File: src/design/rfsr_pkg.sv
package rfsr_pkg;

  // Ring geometry
  localparam int RingBits = 8;
  localparam int OnesW    = $clog2(RingBits + 1);

  // Fixed point voltages, 1 V = 1024
  localparam int VoltW  = 15;
  localparam int CvW    = 16;
  localparam int SumW   = 17;
  localparam int LevelW = 14;
  localparam int CountW = 17;
  localparam int BinW   = 15;

  localparam logic signed [SumW-1:0] VmaxWide  = 17'sd10240;
  localparam logic [LevelW-1:0]      LevelMax  = 14'd10240;
  localparam logic [CountW-1:0]      OnesStep  = 17'd1311;
  localparam logic [BinW-1:0]        BinTop    = 15'd5120;

  // Configuration port
  localparam int CfgIdxW  = 3;
  localparam int CfgDataW = 32;

  typedef enum logic [CfgIdxW-1:0] {
    CfgChangeLevel  = 3'd0,
    CfgChanceLevel  = 3'd1,
    CfgRateInc      = 3'd2,
    CfgInvertSwitch = 3'd3,
    CfgTriggerHigh  = 3'd4,
    CfgTriggerLow   = 3'd5
  } cfg_idx_e;

  localparam logic signed [VoltW-1:0] ChangeLevelRst = -15'sd10240;
  localparam logic signed [VoltW-1:0] ChanceLevelRst = -15'sd10240;
  localparam logic [31:0]             RateIncRst     = 32'd97391;
  localparam logic signed [VoltW-1:0] TriggerHighRst = 15'sd1024;
  localparam logic signed [VoltW-1:0] TriggerLowRst  = 15'sd0;

  typedef struct packed {
    logic signed [VoltW-1:0] noise_sample;
    logic signed [CvW-1:0]   change_cv;
    logic signed [CvW-1:0]   chance_cv;
    logic signed [CvW-1:0]   ext_chance_value;
    logic                    ext_chance_connected;
    logic signed [CvW-1:0]   ext_clock_value;
    logic                    ext_clock_connected;
    logic                    invert_cv_active;
  } in_item_t;

  typedef struct packed {
    logic [7:0]              ring_bits;
    logic                    stepped;
    logic [LevelW-1:0]       count_level;
    logic [LevelW-1:0]       binary_level;
    logic signed [VoltW-1:0] noise_out;
  } out_item_t;

  typedef struct packed {
    logic [LevelW-1:0] count_level;
    logic [LevelW-1:0] binary_level;
  } dac_level_t;

  // Clamp a widened voltage to +-10 V
  function automatic logic signed [VoltW-1:0] clamp_v(input logic signed [SumW-1:0] v);
    logic signed [VoltW-1:0] r;
    if (v > VmaxWide) begin
      r = VoltW'(VmaxWide);
    end else if (v < -VmaxWide) begin
      r = VoltW'(-VmaxWide);
    end else begin
      r = v[VoltW-1:0];
    end
    return r;
  endfunction

endpackage

File: src/design/rfsr_if.sv
interface rfsr_in_if;
  logic                 valid;
  logic                 ready;
  rfsr_pkg::in_item_t   data;
  modport source (output valid, output data, input ready);
  modport sink   (input valid, input data, output ready);
endinterface

interface rfsr_out_if;
  logic                 valid;
  logic                 ready;
  rfsr_pkg::out_item_t  data;
  modport source (output valid, output data, input ready);
  modport sink   (input valid, input data, output ready);
endinterface

interface rfsr_cfg_if;
  logic                              valid;
  logic                              ready;
  logic [rfsr_pkg::CfgIdxW-1:0]      index;
  logic [rfsr_pkg::CfgDataW-1:0]     data;
  modport source (output valid, output index, output data, input ready);
  modport sink   (input valid, input index, input data, output ready);
endinterface

File: src/design/rfsr_dac.sv
module rfsr_dac (
  input  logic [rfsr_pkg::RingBits-1:0] ring_i,
  output rfsr_pkg::dac_level_t          level_o
);

  logic [rfsr_pkg::OnesW-1:0]  ones;
  logic [rfsr_pkg::BinW-1:0]   bin_sum;
  logic [rfsr_pkg::CountW-1:0] count_full;

  always_comb begin
    ones    = '0;
    bin_sum = '0;
    for (int i = 0; i < rfsr_pkg::RingBits; i++) begin
      if (ring_i[i]) begin
        ones    = ones + 1'b1;
        bin_sum = bin_sum + (rfsr_pkg::BinTop >> i);
      end
    end
  end

  assign count_full = rfsr_pkg::CountW'(ones) * rfsr_pkg::OnesStep;

  always_comb begin
    if (count_full > rfsr_pkg::CountW'(rfsr_pkg::LevelMax)) begin
      level_o.count_level = rfsr_pkg::LevelMax;
    end else begin
      level_o.count_level = count_full[rfsr_pkg::LevelW-1:0];
    end
    if (bin_sum > rfsr_pkg::BinW'(rfsr_pkg::LevelMax)) begin
      level_o.binary_level = rfsr_pkg::LevelMax;
    end else begin
      level_o.binary_level = bin_sum[rfsr_pkg::LevelW-1:0];
    end
  end

endmodule

File: src/design/random_feedback_shift_ring.sv
// Random looping shift ring. Each input beat is one sample tick and yields exactly one
// result beat holding the ring after that tick, a step flag, the two DAC levels and the
// clamped noise. The ring steps on a rising edge of the external clock (Schmitt trigger)
// when ext_clock_connected is set, otherwise on a carry out of a 32-bit phase accumulator
// advanced by rate_increment each tick. Voltages are fixed point with 1 V = 1024. The
// block takes one beat per clock while the output is not stalled: a beat is held in an
// input register, its tick is evaluated in one pass against the ring, phase and trigger
// state, and the result lands in the output register. Configuration writes
// are always accepted and should only be issued while no beat is in flight.
module random_feedback_shift_ring (
  input  logic        clk_i,
  input  logic        rst_ni,
  rfsr_cfg_if.sink    cfg_i,
  rfsr_in_if.sink     in_i,
  rfsr_out_if.source  out_o
);

  typedef enum logic [1:0] {
    TrigUnknown = 2'd0,
    TrigLow     = 2'd1,
    TrigHigh    = 2'd2
  } trig_e;

  localparam int SumW  = rfsr_pkg::SumW;
  localparam int VoltW = rfsr_pkg::VoltW;
  localparam int RB    = rfsr_pkg::RingBits;

  // config registers
  logic signed [VoltW-1:0] change_level_q, chance_level_q, trig_high_q, trig_low_q;
  logic [31:0]             rate_inc_q;
  logic                    invert_sw_q;

  // pipeline and state
  logic                s1_valid_q, out_valid_q;
  rfsr_pkg::in_item_t  s1_q;
  rfsr_pkg::out_item_t out_q, out_d;
  logic [RB-1:0]       ring_q, ring_d;
  logic [31:0]         phase_q, phase_d;
  trig_e               trig_q, trig_d;

  logic                    adv;
  logic signed [VoltW-1:0] noise, change, chance;
  logic signed [SumW-1:0]  change_sum, chance_sum, clk_v, th_hi, th_lo;
  logic signed [VoltW:0]   sample;
  logic [32:0]             phase_sum;
  logic                    sch_step, step, take_new, new_bit, old_bit, invert, fb_bit;
  rfsr_pkg::dac_level_t    level;

  assign cfg_i.ready = 1'b1;

  always_ff @(posedge clk_i or negedge rst_ni) begin
    if (!rst_ni) begin
      change_level_q <= rfsr_pkg::ChangeLevelRst;
      chance_level_q <= rfsr_pkg::ChanceLevelRst;
      rate_inc_q     <= rfsr_pkg::RateIncRst;
      invert_sw_q    <= 1'b0;
      trig_high_q    <= rfsr_pkg::TriggerHighRst;
      trig_low_q     <= rfsr_pkg::TriggerLowRst;
    end else if (cfg_i.valid) begin
      case (rfsr_pkg::cfg_idx_e'(cfg_i.index))
        rfsr_pkg::CfgChangeLevel:  change_level_q <= cfg_i.data[VoltW-1:0];
        rfsr_pkg::CfgChanceLevel:  chance_level_q <= cfg_i.data[VoltW-1:0];
        rfsr_pkg::CfgRateInc:      rate_inc_q     <= cfg_i.data[31:0];
        rfsr_pkg::CfgInvertSwitch: invert_sw_q    <= cfg_i.data[0];
        rfsr_pkg::CfgTriggerHigh:  trig_high_q    <= cfg_i.data[VoltW-1:0];
        rfsr_pkg::CfgTriggerLow:   trig_low_q     <= cfg_i.data[VoltW-1:0];
        default: ;
      endcase
    end
  end

  // handshake: s1 moves into the output register when that slot frees up
  assign adv         = s1_valid_q && (!out_valid_q || out_o.ready);
  assign in_i.ready  = !s1_valid_q || adv;
  assign out_o.valid = out_valid_q;
  assign out_o.data  = out_q;

  // voltage conditioning
  always_comb begin
    noise      = rfsr_pkg::clamp_v({{2{s1_q.noise_sample[VoltW-1]}}, s1_q.noise_sample});
    change_sum = {{2{change_level_q[VoltW-1]}}, change_level_q}
               + {s1_q.change_cv[15], s1_q.change_cv};
    chance_sum = {{2{chance_level_q[VoltW-1]}}, chance_level_q}
               + {s1_q.chance_cv[15], s1_q.chance_cv};
    change     = rfsr_pkg::clamp_v(change_sum);
    chance     = rfsr_pkg::clamp_v(chance_sum);
    sample     = s1_q.ext_chance_connected ? s1_q.ext_chance_value
                                           : {noise[VoltW-1], noise};
    clk_v      = {s1_q.ext_clock_value[15], s1_q.ext_clock_value};
    th_hi      = {{2{trig_high_q[VoltW-1]}}, trig_high_q};
    th_lo      = {{2{trig_low_q[VoltW-1]}}, trig_low_q};
  end

  // clock source: Schmitt trigger or phase accumulator
  always_comb begin
    trig_d    = trig_q;
    sch_step  = 1'b0;
    case (trig_q)
      TrigLow: begin
        if (clk_v >= th_hi) begin
          trig_d   = TrigHigh;
          sch_step = 1'b1;
        end
      end
      TrigHigh: begin
        if (clk_v <= th_lo) trig_d = TrigLow;
      end
      default: begin
        if (clk_v >= th_hi) trig_d = TrigHigh;
        else if (clk_v <= th_lo) trig_d = TrigLow;
      end
    endcase

    phase_sum = {1'b0, phase_q} + {1'b0, rate_inc_q};
    if (s1_q.ext_clock_connected) begin
      step    = sch_step;
      phase_d = sch_step ? '0 : phase_q;
    end else begin
      trig_d  = trig_q;
      step    = phase_sum[32];
      phase_d = phase_sum[32] ? '0 : phase_sum[31:0];
    end
  end

  // feedback bit selection
  always_comb begin
    take_new = noise > change;
    new_bit  = !($signed({sample[VoltW], sample}) > $signed({{2{chance[VoltW-1]}}, chance}));
    old_bit  = ring_q[RB-1];
    invert   = invert_sw_q || s1_q.invert_cv_active;
    if (invert) begin
      old_bit = ~old_bit;
    end else if (ring_q == '0) begin
      // stale all-zero ring: force a one in
      take_new = 1'b1;
      new_bit  = 1'b1;
    end else if (&ring_q) begin
      take_new = 1'b1;
      new_bit  = 1'b0;
    end
    fb_bit = take_new ? new_bit : old_bit;
    ring_d = step ? {ring_q[RB-2:0], fb_bit} : ring_q;
  end

  rfsr_dac u_dac (
    .ring_i  (ring_d),
    .level_o (level)
  );

  always_comb begin
    out_d.ring_bits    = 8'(ring_d);
    out_d.stepped      = step;
    out_d.count_level  = level.count_level;
    out_d.binary_level = level.binary_level;
    out_d.noise_out    = noise;
  end

  always_ff @(posedge clk_i or negedge rst_ni) begin
    if (!rst_ni) begin
      s1_valid_q  <= 1'b0;
      out_valid_q <= 1'b0;
      ring_q      <= '0;
      phase_q     <= '0;
      trig_q      <= TrigUnknown;
    end else begin
      if (in_i.ready) begin
        s1_valid_q <= in_i.valid;
        if (in_i.valid) s1_q <= in_i.data;
      end
      if (adv) begin
        out_valid_q <= 1'b1;
        out_q       <= out_d;
        ring_q      <= ring_d;
        phase_q     <= phase_d;
        trig_q      <= trig_d;
      end else if (out_o.ready) begin
        out_valid_q <= 1'b0;
      end
    end
  end

  a_out_matches_ring: assert property (@(posedge clk_i) disable iff (!rst_ni)
    adv |=> out_q.ring_bits == 8'(ring_q))
    else $error("result beat ring differs from ring state");

  a_step_shifts: assert property (@(posedge clk_i) disable iff (!rst_ni)
    (adv && step) |=> ring_q[RB-1:1] == $past(ring_q[RB-2:0]))
    else $error("ring did not shift on step");

  a_phase_clears: assert property (@(posedge clk_i) disable iff (!rst_ni)
    (adv && step) |=> phase_q == '0)
    else $error("phase not cleared after step");

  a_trig_rise_steps: assert property (@(posedge clk_i) disable iff (!rst_ni)
    (adv && trig_q == TrigLow && trig_d == TrigHigh) |-> step)
    else $error("trigger rise without a step");

  a_hold_when_idle: assert property (@(posedge clk_i) disable iff (!rst_ni)
    !adv |=> ring_q == $past(ring_q) && phase_q == $past(phase_q))
    else $error("state moved without a beat");

endmodule
File: src/flat_wrapper.sv
// flat-port wrapper written by rule: the top's interface ports become plain ports
module random_feedback_shift_ring_flat 
  (clk_i, rst_ni, cfg_i_valid, cfg_i_index, cfg_i_data, cfg_i_ready, in_i_valid, in_i_data, in_i_ready, out_o_valid, out_o_data, out_o_ready);
  rfsr_cfg_if cfg_i_i ();
  rfsr_in_if in_i_i ();
  rfsr_out_if out_o_i ();
  input  logic clk_i;
  input  logic rst_ni;
  input wire logic [$bits(cfg_i_i.valid)-1:0] cfg_i_valid;
  input wire logic [$bits(cfg_i_i.index)-1:0] cfg_i_index;
  input wire logic [$bits(cfg_i_i.data)-1:0] cfg_i_data;
  output wire logic [$bits(cfg_i_i.ready)-1:0] cfg_i_ready;
  input wire logic [$bits(in_i_i.valid)-1:0] in_i_valid;
  input wire logic [$bits(in_i_i.data)-1:0] in_i_data;
  output wire logic [$bits(in_i_i.ready)-1:0] in_i_ready;
  output wire logic [$bits(out_o_i.valid)-1:0] out_o_valid;
  output wire logic [$bits(out_o_i.data)-1:0] out_o_data;
  input wire logic [$bits(out_o_i.ready)-1:0] out_o_ready;
  assign cfg_i_i.valid = cfg_i_valid;
  assign cfg_i_i.index = cfg_i_index;
  assign cfg_i_i.data = cfg_i_data;
  assign cfg_i_ready = cfg_i_i.ready;
  assign in_i_i.valid = in_i_valid;
  assign in_i_i.data = in_i_data;
  assign in_i_ready = in_i_i.ready;
  assign out_o_valid = out_o_i.valid;
  assign out_o_data = out_o_i.data;
  assign out_o_i.ready = out_o_ready;
  random_feedback_shift_ring u_core (.clk_i(clk_i), .rst_ni(rst_ni), .cfg_i(cfg_i_i), .in_i(in_i_i), .out_o(out_o_i));
endmodule
File: config.mk
export PLATFORM = sky130hd
export DESIGN_NAME = random_feedback_shift_ring_flat
export DESIGN_NICKNAME = d
export VERILOG_FILES = /design/src/design/rfsr_pkg.sv /design/src/design/rfsr_if.sv /design/src/design/rfsr_dac.sv /design/src/design/random_feedback_shift_ring.sv /design/src/flat_wrapper.sv
export SDC_FILE = /design/constraint.sdc
export NUM_CORES = 1
export LEC_CHECK = 0
export BUFFER_PORTS_ARGS = -buffer_cell sky130_fd_sc_hd__buf_2
export CORE_ASPECT_RATIO = 1.5
export CORE_MARGIN = 1.5
export CORE_UTILIZATION = 40
export CTS_BUF_LIST = sky130_fd_sc_hd__clkbuf_8
export CTS_CLUSTER_SIZE = 20
export DETAILED_ROUTE_END_ITERATION = 7
export PLACE_DENSITY_LB_ADDON = 0.2
export SLEW_MARGIN = 20
export SYNTH_ARGS = -nofsm -noshare
export SYNTH_HDL_FRONTEND = slang
export SYNTH_HIERARCHICAL = 1
export SYNTH_SLANG_ARGS = --single-unit
File: constraint.sdc
create_clock -name clk_i -period 14.1 [get_ports clk_i]
set_input_delay 2.115 -clock clk_i [delete_from_list [all_inputs] [get_ports clk_i]]
set_output_delay 2.115 -clock clk_i [all_outputs]
set_load 0.05 [all_outputs]
==> out/qor.yml, run 1 <==
cells_and_area:
  final_nets: 2008
  mostFrequentLayoutCells: "174 x buf_2, 163 x ha_1, 134 x edfxtp_1"
  layout_commonest_cell: "buf_2"
  layout-drive-gt1-share_pct: 24.1
  syn_to_final_growth_pct: 14.5
timing:
  fin_setup_tns_ps: 0
  fmax_mhz: 77.6
  setup_viol: 0
  relSlewSlack_pct: 28.5
  grt_setup_unrepaired: "false"
  finalCritPeriodShare_pct: 91.3
  drv_slew: 0
  hold_viol_final: 0
  tightest_slew_ps: 1070
  layout_min_cycle_time_ps: 12880
  finClkSkew_ps: 25.5
synth:
  postSynth.asyncResetShare_pct: 50.6
  ys_warn_count: 6
  synth.distinct_cells: 102
  synth_top_family_by_area: "compound AO/OA/AOI/OAI gates"
  ys.flop_type: "edfxtp_1"
  syn_area_per_cell_um2: 11.2
  yosys.area_share.simple_pct: 11.8
  synth-edff-count: 134
  netlist_area_mm2: 0.0170
  muxShareOfSynthArea_pct: 8.03
  synth_seq_cells: 271
  synthXorXnorAreaFrac_pct: 5.36
  seq_area_frac_synth_pct: 43.9
  synth_compound_area_share_pct: 14.6
  synth_fa_ha_area_share_pct: 12.9
  synthCells: 1521
critical_path:
  crit_type: "flop to flop"
  timing.rr.start: "u_core/change_level_q[0]"
  worst_ep_arrival_time_ps: 13200
  reg2reg_setup_slack_ps: 1220
  max_stage_delay_ps: 590
  cp-start-kind: "flop"
  worst-path-max-fanout: 12
  r2r_cells: 53
  endpoint_kind: "flop"
  worst_path_max_delay_cell: "fa_1"
  required_ps: 14420
  crit_end: "u_core/out_o.data[30]"
  cpMostUsedCell: "ha_1"
  reg2reg_to: "u_core/out_o.data[30]"
  cp-startpoint: "u_core/change_level_q[0]"
detailed_routing:
  drc: 0
  dr.pass1.iters: 4
  drt_wl_total_um: 39700
  via_per_inst: 5.23
  vias: 12130
  drtIter0Drc: 574
  ant_nets: 0
  wl_per_cell_um: 17.1
grt:
  grt_max_degree: 76
  grt_pass1_wl_um: 64400
  grtUsageTotal_pct: 18.4
  grt-ovfl-total: 0
  grt_pass1_vias: 12542
  antenna_found_initial: 2
cts:
  htreeDepth: 2
  cts-root-buf: "clkbuf_8"
  cts_inserted_buffers: 47
  cts_sinks: 271
  cts_tree: "yes"
  clockBufferDepth: 3
  insertion_delay_ps: 610
  path_clk_slew_ps: 60
  postCtsSetupBuffers: 0
placement:
  place_congestion: 0.872
  portBuffers: 175
  hpwl_um: 29400
outcome:
  status: "complete, no violations"
floorplan:
  die_h_um: 256
  ios: 177
  die_w_um: 171
  num_rows: 92
  core-area_mm2: 0.0420
  die_area_mm2: 0.0438
  start_util_pct: 40.5
flow_run:
  cap_violations: 0
worst_hold_path:
  min-delay-path-class: "flop to flop"
stage by stage:
stage | cells | hold slack, ps | utilization (%) | setup WS [ps] | instance area, um^2
floorplan | 1523 | 454 | - | 2480 | 17000
global placement | 2230 | 488 | 44.1 | 1100 | 18500
detailed placement | 2230 | 493 | 44.1 | 808 | 18500
CTS | 2317 | 508 | 46.4 | 767 | 19500
global route | 2319 | 527 | 46.4 | 114 | 19500
finish | 2319 | 505 | 46.4 | 1220 | 19500
synthesized netlist by cell type (5+ instances only):
library cell,number,area share [%]
ha_1,163,12
nor3b_1,10,0.44
and3_1,11,0.40
clkbuf_1,22,0.48
dfrtp_1,118,17
or2_2,5,0.18
nand4_1,18,0.66
nor2b_1,18,0.66
nor4_1,7,0.26
o211ai_1,5,0.22
a22o_1,32,1.6
o21bai_1,7,0.31
nor2_1,62,1.4
mux2i_1,11,0.65
mux2_2,100,6.6
xor2_1,43,2.2
dfstp_2,19,2.9
nand2_1,102,2.2
or4_1,5,0.22
o2111ai_1,5,0.26
xnor2_1,55,2.8
o22ai_1,6,0.22
nand3b_1,8,0.35
and2_1,22,0.81
a21oi_1,78,2.3
inv_1,95,2.1
a211oi_1,10,0.44
mux2_4,8,0.71
o21ai_0,60,1.8
edfxtp_1,134,24
nand2b_1,21,0.77
a21o_1,45,2.0
nand3_1,24,0.71
or3_1,10,0.37
o21a_1,13,0.57
a31oi_1,16,0.59
buf_4,7,0.31
fa_1,7,0.82
o31ai_1,12,0.53
nor3_1,27,0.79
worst min path at each step:
| stage | slack [ps] | startpoint | cells after the start | endpoint |
|---|---|---|---|---|
| detailed placement | 490 | u_core/trig_low_q[14] | 1 | u_core/trig_low_q[14] |
| CTS | 510 | u_core/trig_low_q[14] | 1 | u_core/trig_low_q[14] |
| global route | 530 | u_core/change_level_q[2] | 1 | u_core/change_level_q[2] |
| global placement | 490 | u_core/trig_low_q[11] | 1 | u_core/trig_low_q[11] |
| finish | 510 | u_core/trig_low_q[14] | 1 | u_core/trig_low_q[14] |
| floorplan | 450 | u_core/phase_q[6] | 1 | u_core/phase_q[6] |
area by class of cell:
cell class | count | area, um^2
Sequential cell | 271 | 7480
Antenna cell | 1 | 2.50
Inverter | 95 | 357
Clock buffer | 50 | 688
Clock inverter | 37 | 272
Tap cell | 564 | 706
Timing Repair Buffer | 183 | 946
Multi-Input combinational cell | 1118 | 9050
Fill cell | 3960 | 22500
per-layer routing:
layer  GRT usage [%]  share of wire (%)  routed length, um  vias to the layer above
met5               0              0.043                 17                        -
met4            6.09                2.8               1120                        2
met3            2.49                3.7               1480                       69
met2            33.4                 51              20200                      210
met1            22.1                 42              16800                     5840
li1                -                  -                  -                     6009
worst max-delay path, delay by kind of cell, from the launching register on:
kind,cells,cell delay [ps]
adder cells (fa/ha/maj),10,3690
XOR/XNOR,4,850
AO/OA/AOI/OAI,17,3120
AND/OR/NAND/NOR,13,2780
buffers and inverters,5,430
flip-flops,1,350
multiplexers,4,1370
cell families (layout without fill, tap and decap cells):
| kind of cell | after synthesis | after routing |
|---|---|---|
| other cells | 2 | 5 |
| mux | 120 | 120 |
| compound gates | 346 | 346 |
| buf+inv | 134 | 365 |
| fa+ha+maj | 172 | 172 |
| flops | 271 | 271 |
| xor+xnor | 101 | 101 |
| simple gates | 375 | 375 |
registers in the layout, summed over array words and instances, names as in the netlist, 2 cells and up:
| signal | cells |
|---|---|
| u_core/chance_level_q | 15 |
| u_core/change_level_q | 15 |
| u_core/clk_v | 16 |
| u_core/out_o.data | 52 |
| u_core/phase_q | 32 |
| u_core/rate_inc_q | 32 |
| u_core/ring_q | 8 |
| u_core/s1_q | 66 |
| u_core/trig_high_q | 15 |
| u_core/trig_low_q | 15 |
| u_core/trig_q | 2 |
repair_timing:
item | 4_1_cts | 5_1_grt
endpoints found under the setup margin | 0 | 12
hold buffers | 0 | 0
resized for setup | 0 | 2
hold endpoints to repair | 0 | 0
Power of run 1 is left out: the tool's default activity adds up to more than one toggle a clock period on the data nets, which glitch-free logic cannot reach.
==> run 2, diff against run 1 <==
--- a/config.mk
+++ b/config.mk
@@ -12,7 +12,6 @@
 export CTS_BUF_LIST = sky130_fd_sc_hd__clkbuf_8
 export CTS_CLUSTER_SIZE = 20
 export DETAILED_ROUTE_END_ITERATION = 7
-export PLACE_DENSITY_LB_ADDON = 0.2
 export SLEW_MARGIN = 20
 export SYNTH_ARGS = -nofsm -noshare
 export SYNTH_HDL_FRONTEND = slang
==> run 2 against run 1 <==
Effect of this change: first-iteration DRC count increased by 17%; flip-flop and latch count unchanged; clock skew increased by 14 ps; critical path type unchanged.
==> out/qor.yml, run 2 (synthesized netlist as in run 1, its figures left out) <==
floorplan:
  die_h_um: 256  # unchanged
  die_w_um: 171  # unchanged
  num_rows: 92  # unchanged
  start_util_pct: 40.5  # unchanged
  core-area_mm2: 0.0420  # unchanged
  die_area_mm2: 0.0438  # unchanged
  ios: 177  # unchanged
placement:
  place_congestion: 0.844  # -3.2%
  hpwl_um: 29600  # +0.78%
  portBuffers: 175  # unchanged
flow_run:
  cap_violations: 0  # unchanged
grt:
  grt_max_degree: 75  # -1.3%
  grt-ovfl-total: 0  # unchanged
  grtUsageTotal_pct: 18.5  # +0.039 points
  grt_pass1_vias: 12472  # -0.56%
  grt_pass1_wl_um: 64100  # -0.47%
  antenna_found_initial: 3  # +1
timing:
  finClkSkew_ps: 39.8  # +14.3 ps
  setup_viol: 0  # unchanged
  relSlewSlack_pct: 34.7  # +6.2 points
  fmax_mhz: 76.9  # -1.0%
  drv_slew: 0  # unchanged
  layout_min_cycle_time_ps: 13010  # +131 ps
  tightest_slew_ps: 976  # -96.7 ps
  hold_viol_final: 0  # unchanged
  grt_setup_unrepaired: "false"
  finalCritPeriodShare_pct: 92.3  # +0.93 points
  fin_setup_tns_ps: 0  # unchanged
detailed_routing:
  wl_per_cell_um: 17.3  # +0.86%
  drt_wl_total_um: 39900  # +0.69%
  ant_nets: 0  # unchanged
  via_per_inst: 5.24  # +0.26%
  drtIter0Drc: 674  # +17%
  drc: 0  # unchanged
  vias: 12140  # +0.082%
  dr.pass1.iters: 7  # +3
cts:
  path_clk_slew_ps: 70  # about the same
  cts_tree: "yes"
  cts_inserted_buffers: 46  # -2.1%
  htreeDepth: 2  # unchanged
  cts-root-buf: "clkbuf_8"
  clockBufferDepth: 3  # unchanged
  cts_sinks: 271  # unchanged
  insertion_delay_ps: 600  # about the same
critical_path:
  worst_ep_arrival_time_ps: 13330  # +130 ps
  crit_type: "flop to flop"
  required_ps: 14420  # about the same
  worst_path_max_delay_cell: "fa_1"
  cp-start-kind: "flop"
  max_stage_delay_ps: 590  # about the same
  endpoint_kind: "flop"
  worst-path-max-fanout: 12  # unchanged
  cpMostUsedCell: "ha_1"
cells_and_area:
  final_nets: 2007  # -0.050%
  layout-drive-gt1-share_pct: 24.0  # -0.12 points
  mostFrequentLayoutCells: "174 x buf_2, 163 x ha_1, 134 x edfxtp_1"
  syn_to_final_growth_pct: 14.1
  top_register: "u_core/s1_q"
  largest_reg_flops: 66  # unchanged
  fillers: 3944  # -0.40%
  layout_commonest_cell: "buf_2"
outcome:
  status: "complete, no violations"
worst_hold_path:
  min-delay-path-class: "flop to flop"
run 2: changes by cell type in the layout (fill, tap and decap cells not counted), sizes merged:
cell / change
clkinvlp: -3
inv: -2
bufinv: -2
clkinv: +2
clkbuf: +1
run 2: layout make-up:
type | count | area [um^2] | area share, %
antenna | 1 | 2.50 | 0.0129
clock buffer | 51 | 702 | 3.61
clock inverter | 32 | 173 | 0.889
inverter | 95 | 357 | 1.84
multi-input combinational | 1118 | 9060 | 46.7
sequential | 271 | 7480 | 38.5
tap | 564 | 706 | 3.63
timing repair buffer | 183 | 946 | 4.87
run 2: worst max-delay path: cells and delay by family, from the launching register on:
kind	cells	cell delay (ps)
xor+xnor	4	880
mux	4	1350
compound gates	17	3220
flops	1	350
simple gates	13	2720
fa+ha+maj	10	3730
buf+inv	5	450
run 2: through the flow:
step | cells | setup WS (ps) | utilization (%) | hold slack [ps] | cell area, um^2
floorplan | 1523 | 2480 | - | 454 | 17000
global placement | 2229 | 1170 | 44.1 | 487 | 18500
detailed placement | 2230 | 670 | 44.1 | 494 | 18500
CTS | 2313 | 639 | 46.2 | 510 | 19400
global route | 2315 | 147 | 46.2 | 527 | 19400
finish | 2315 | 1090 | 46.2 | 505 | 19400
run 2: layer usage:
layer	global-route usage, %	wire length, um
met1	21.7	16900
met3	3.09	1510
met5	0	13
met4	6.65	1260
met2	33.3	20300
run 2: worst paths after layout:
kind	start	to	slack [ps]	cells past startpoint
setup reg to reg	u_core/change_level_q[0]	u_core/out_o.data[30]	1090	53
setup / recovery	u_core/change_level_q[0]	u_core/out_o.data[30]	1090	53
min in group asynchronous	rst_ni	u_core/phase_q[17]	1500	1
max in group asynchronous	rst_ni	u_core/trig_high_q[6]	11170	2
hold / removal	u_core/trig_low_q[12]	u_core/trig_low_q[12]	500	1
hold reg to reg	u_core/trig_low_q[12]	u_core/trig_low_q[12]	500	1
run 2: what timing repair did:
| item | 4_1_cts | 5_1_grt |
|---|---|---|
| setup buffers | 0 | 0 |
| hold buffers | 0 | 0 |
| setup endpoints to repair | 0 | 12 |
| gates resized for setup | 0 | 2 |
Power of run 2 is left out for the same reason.
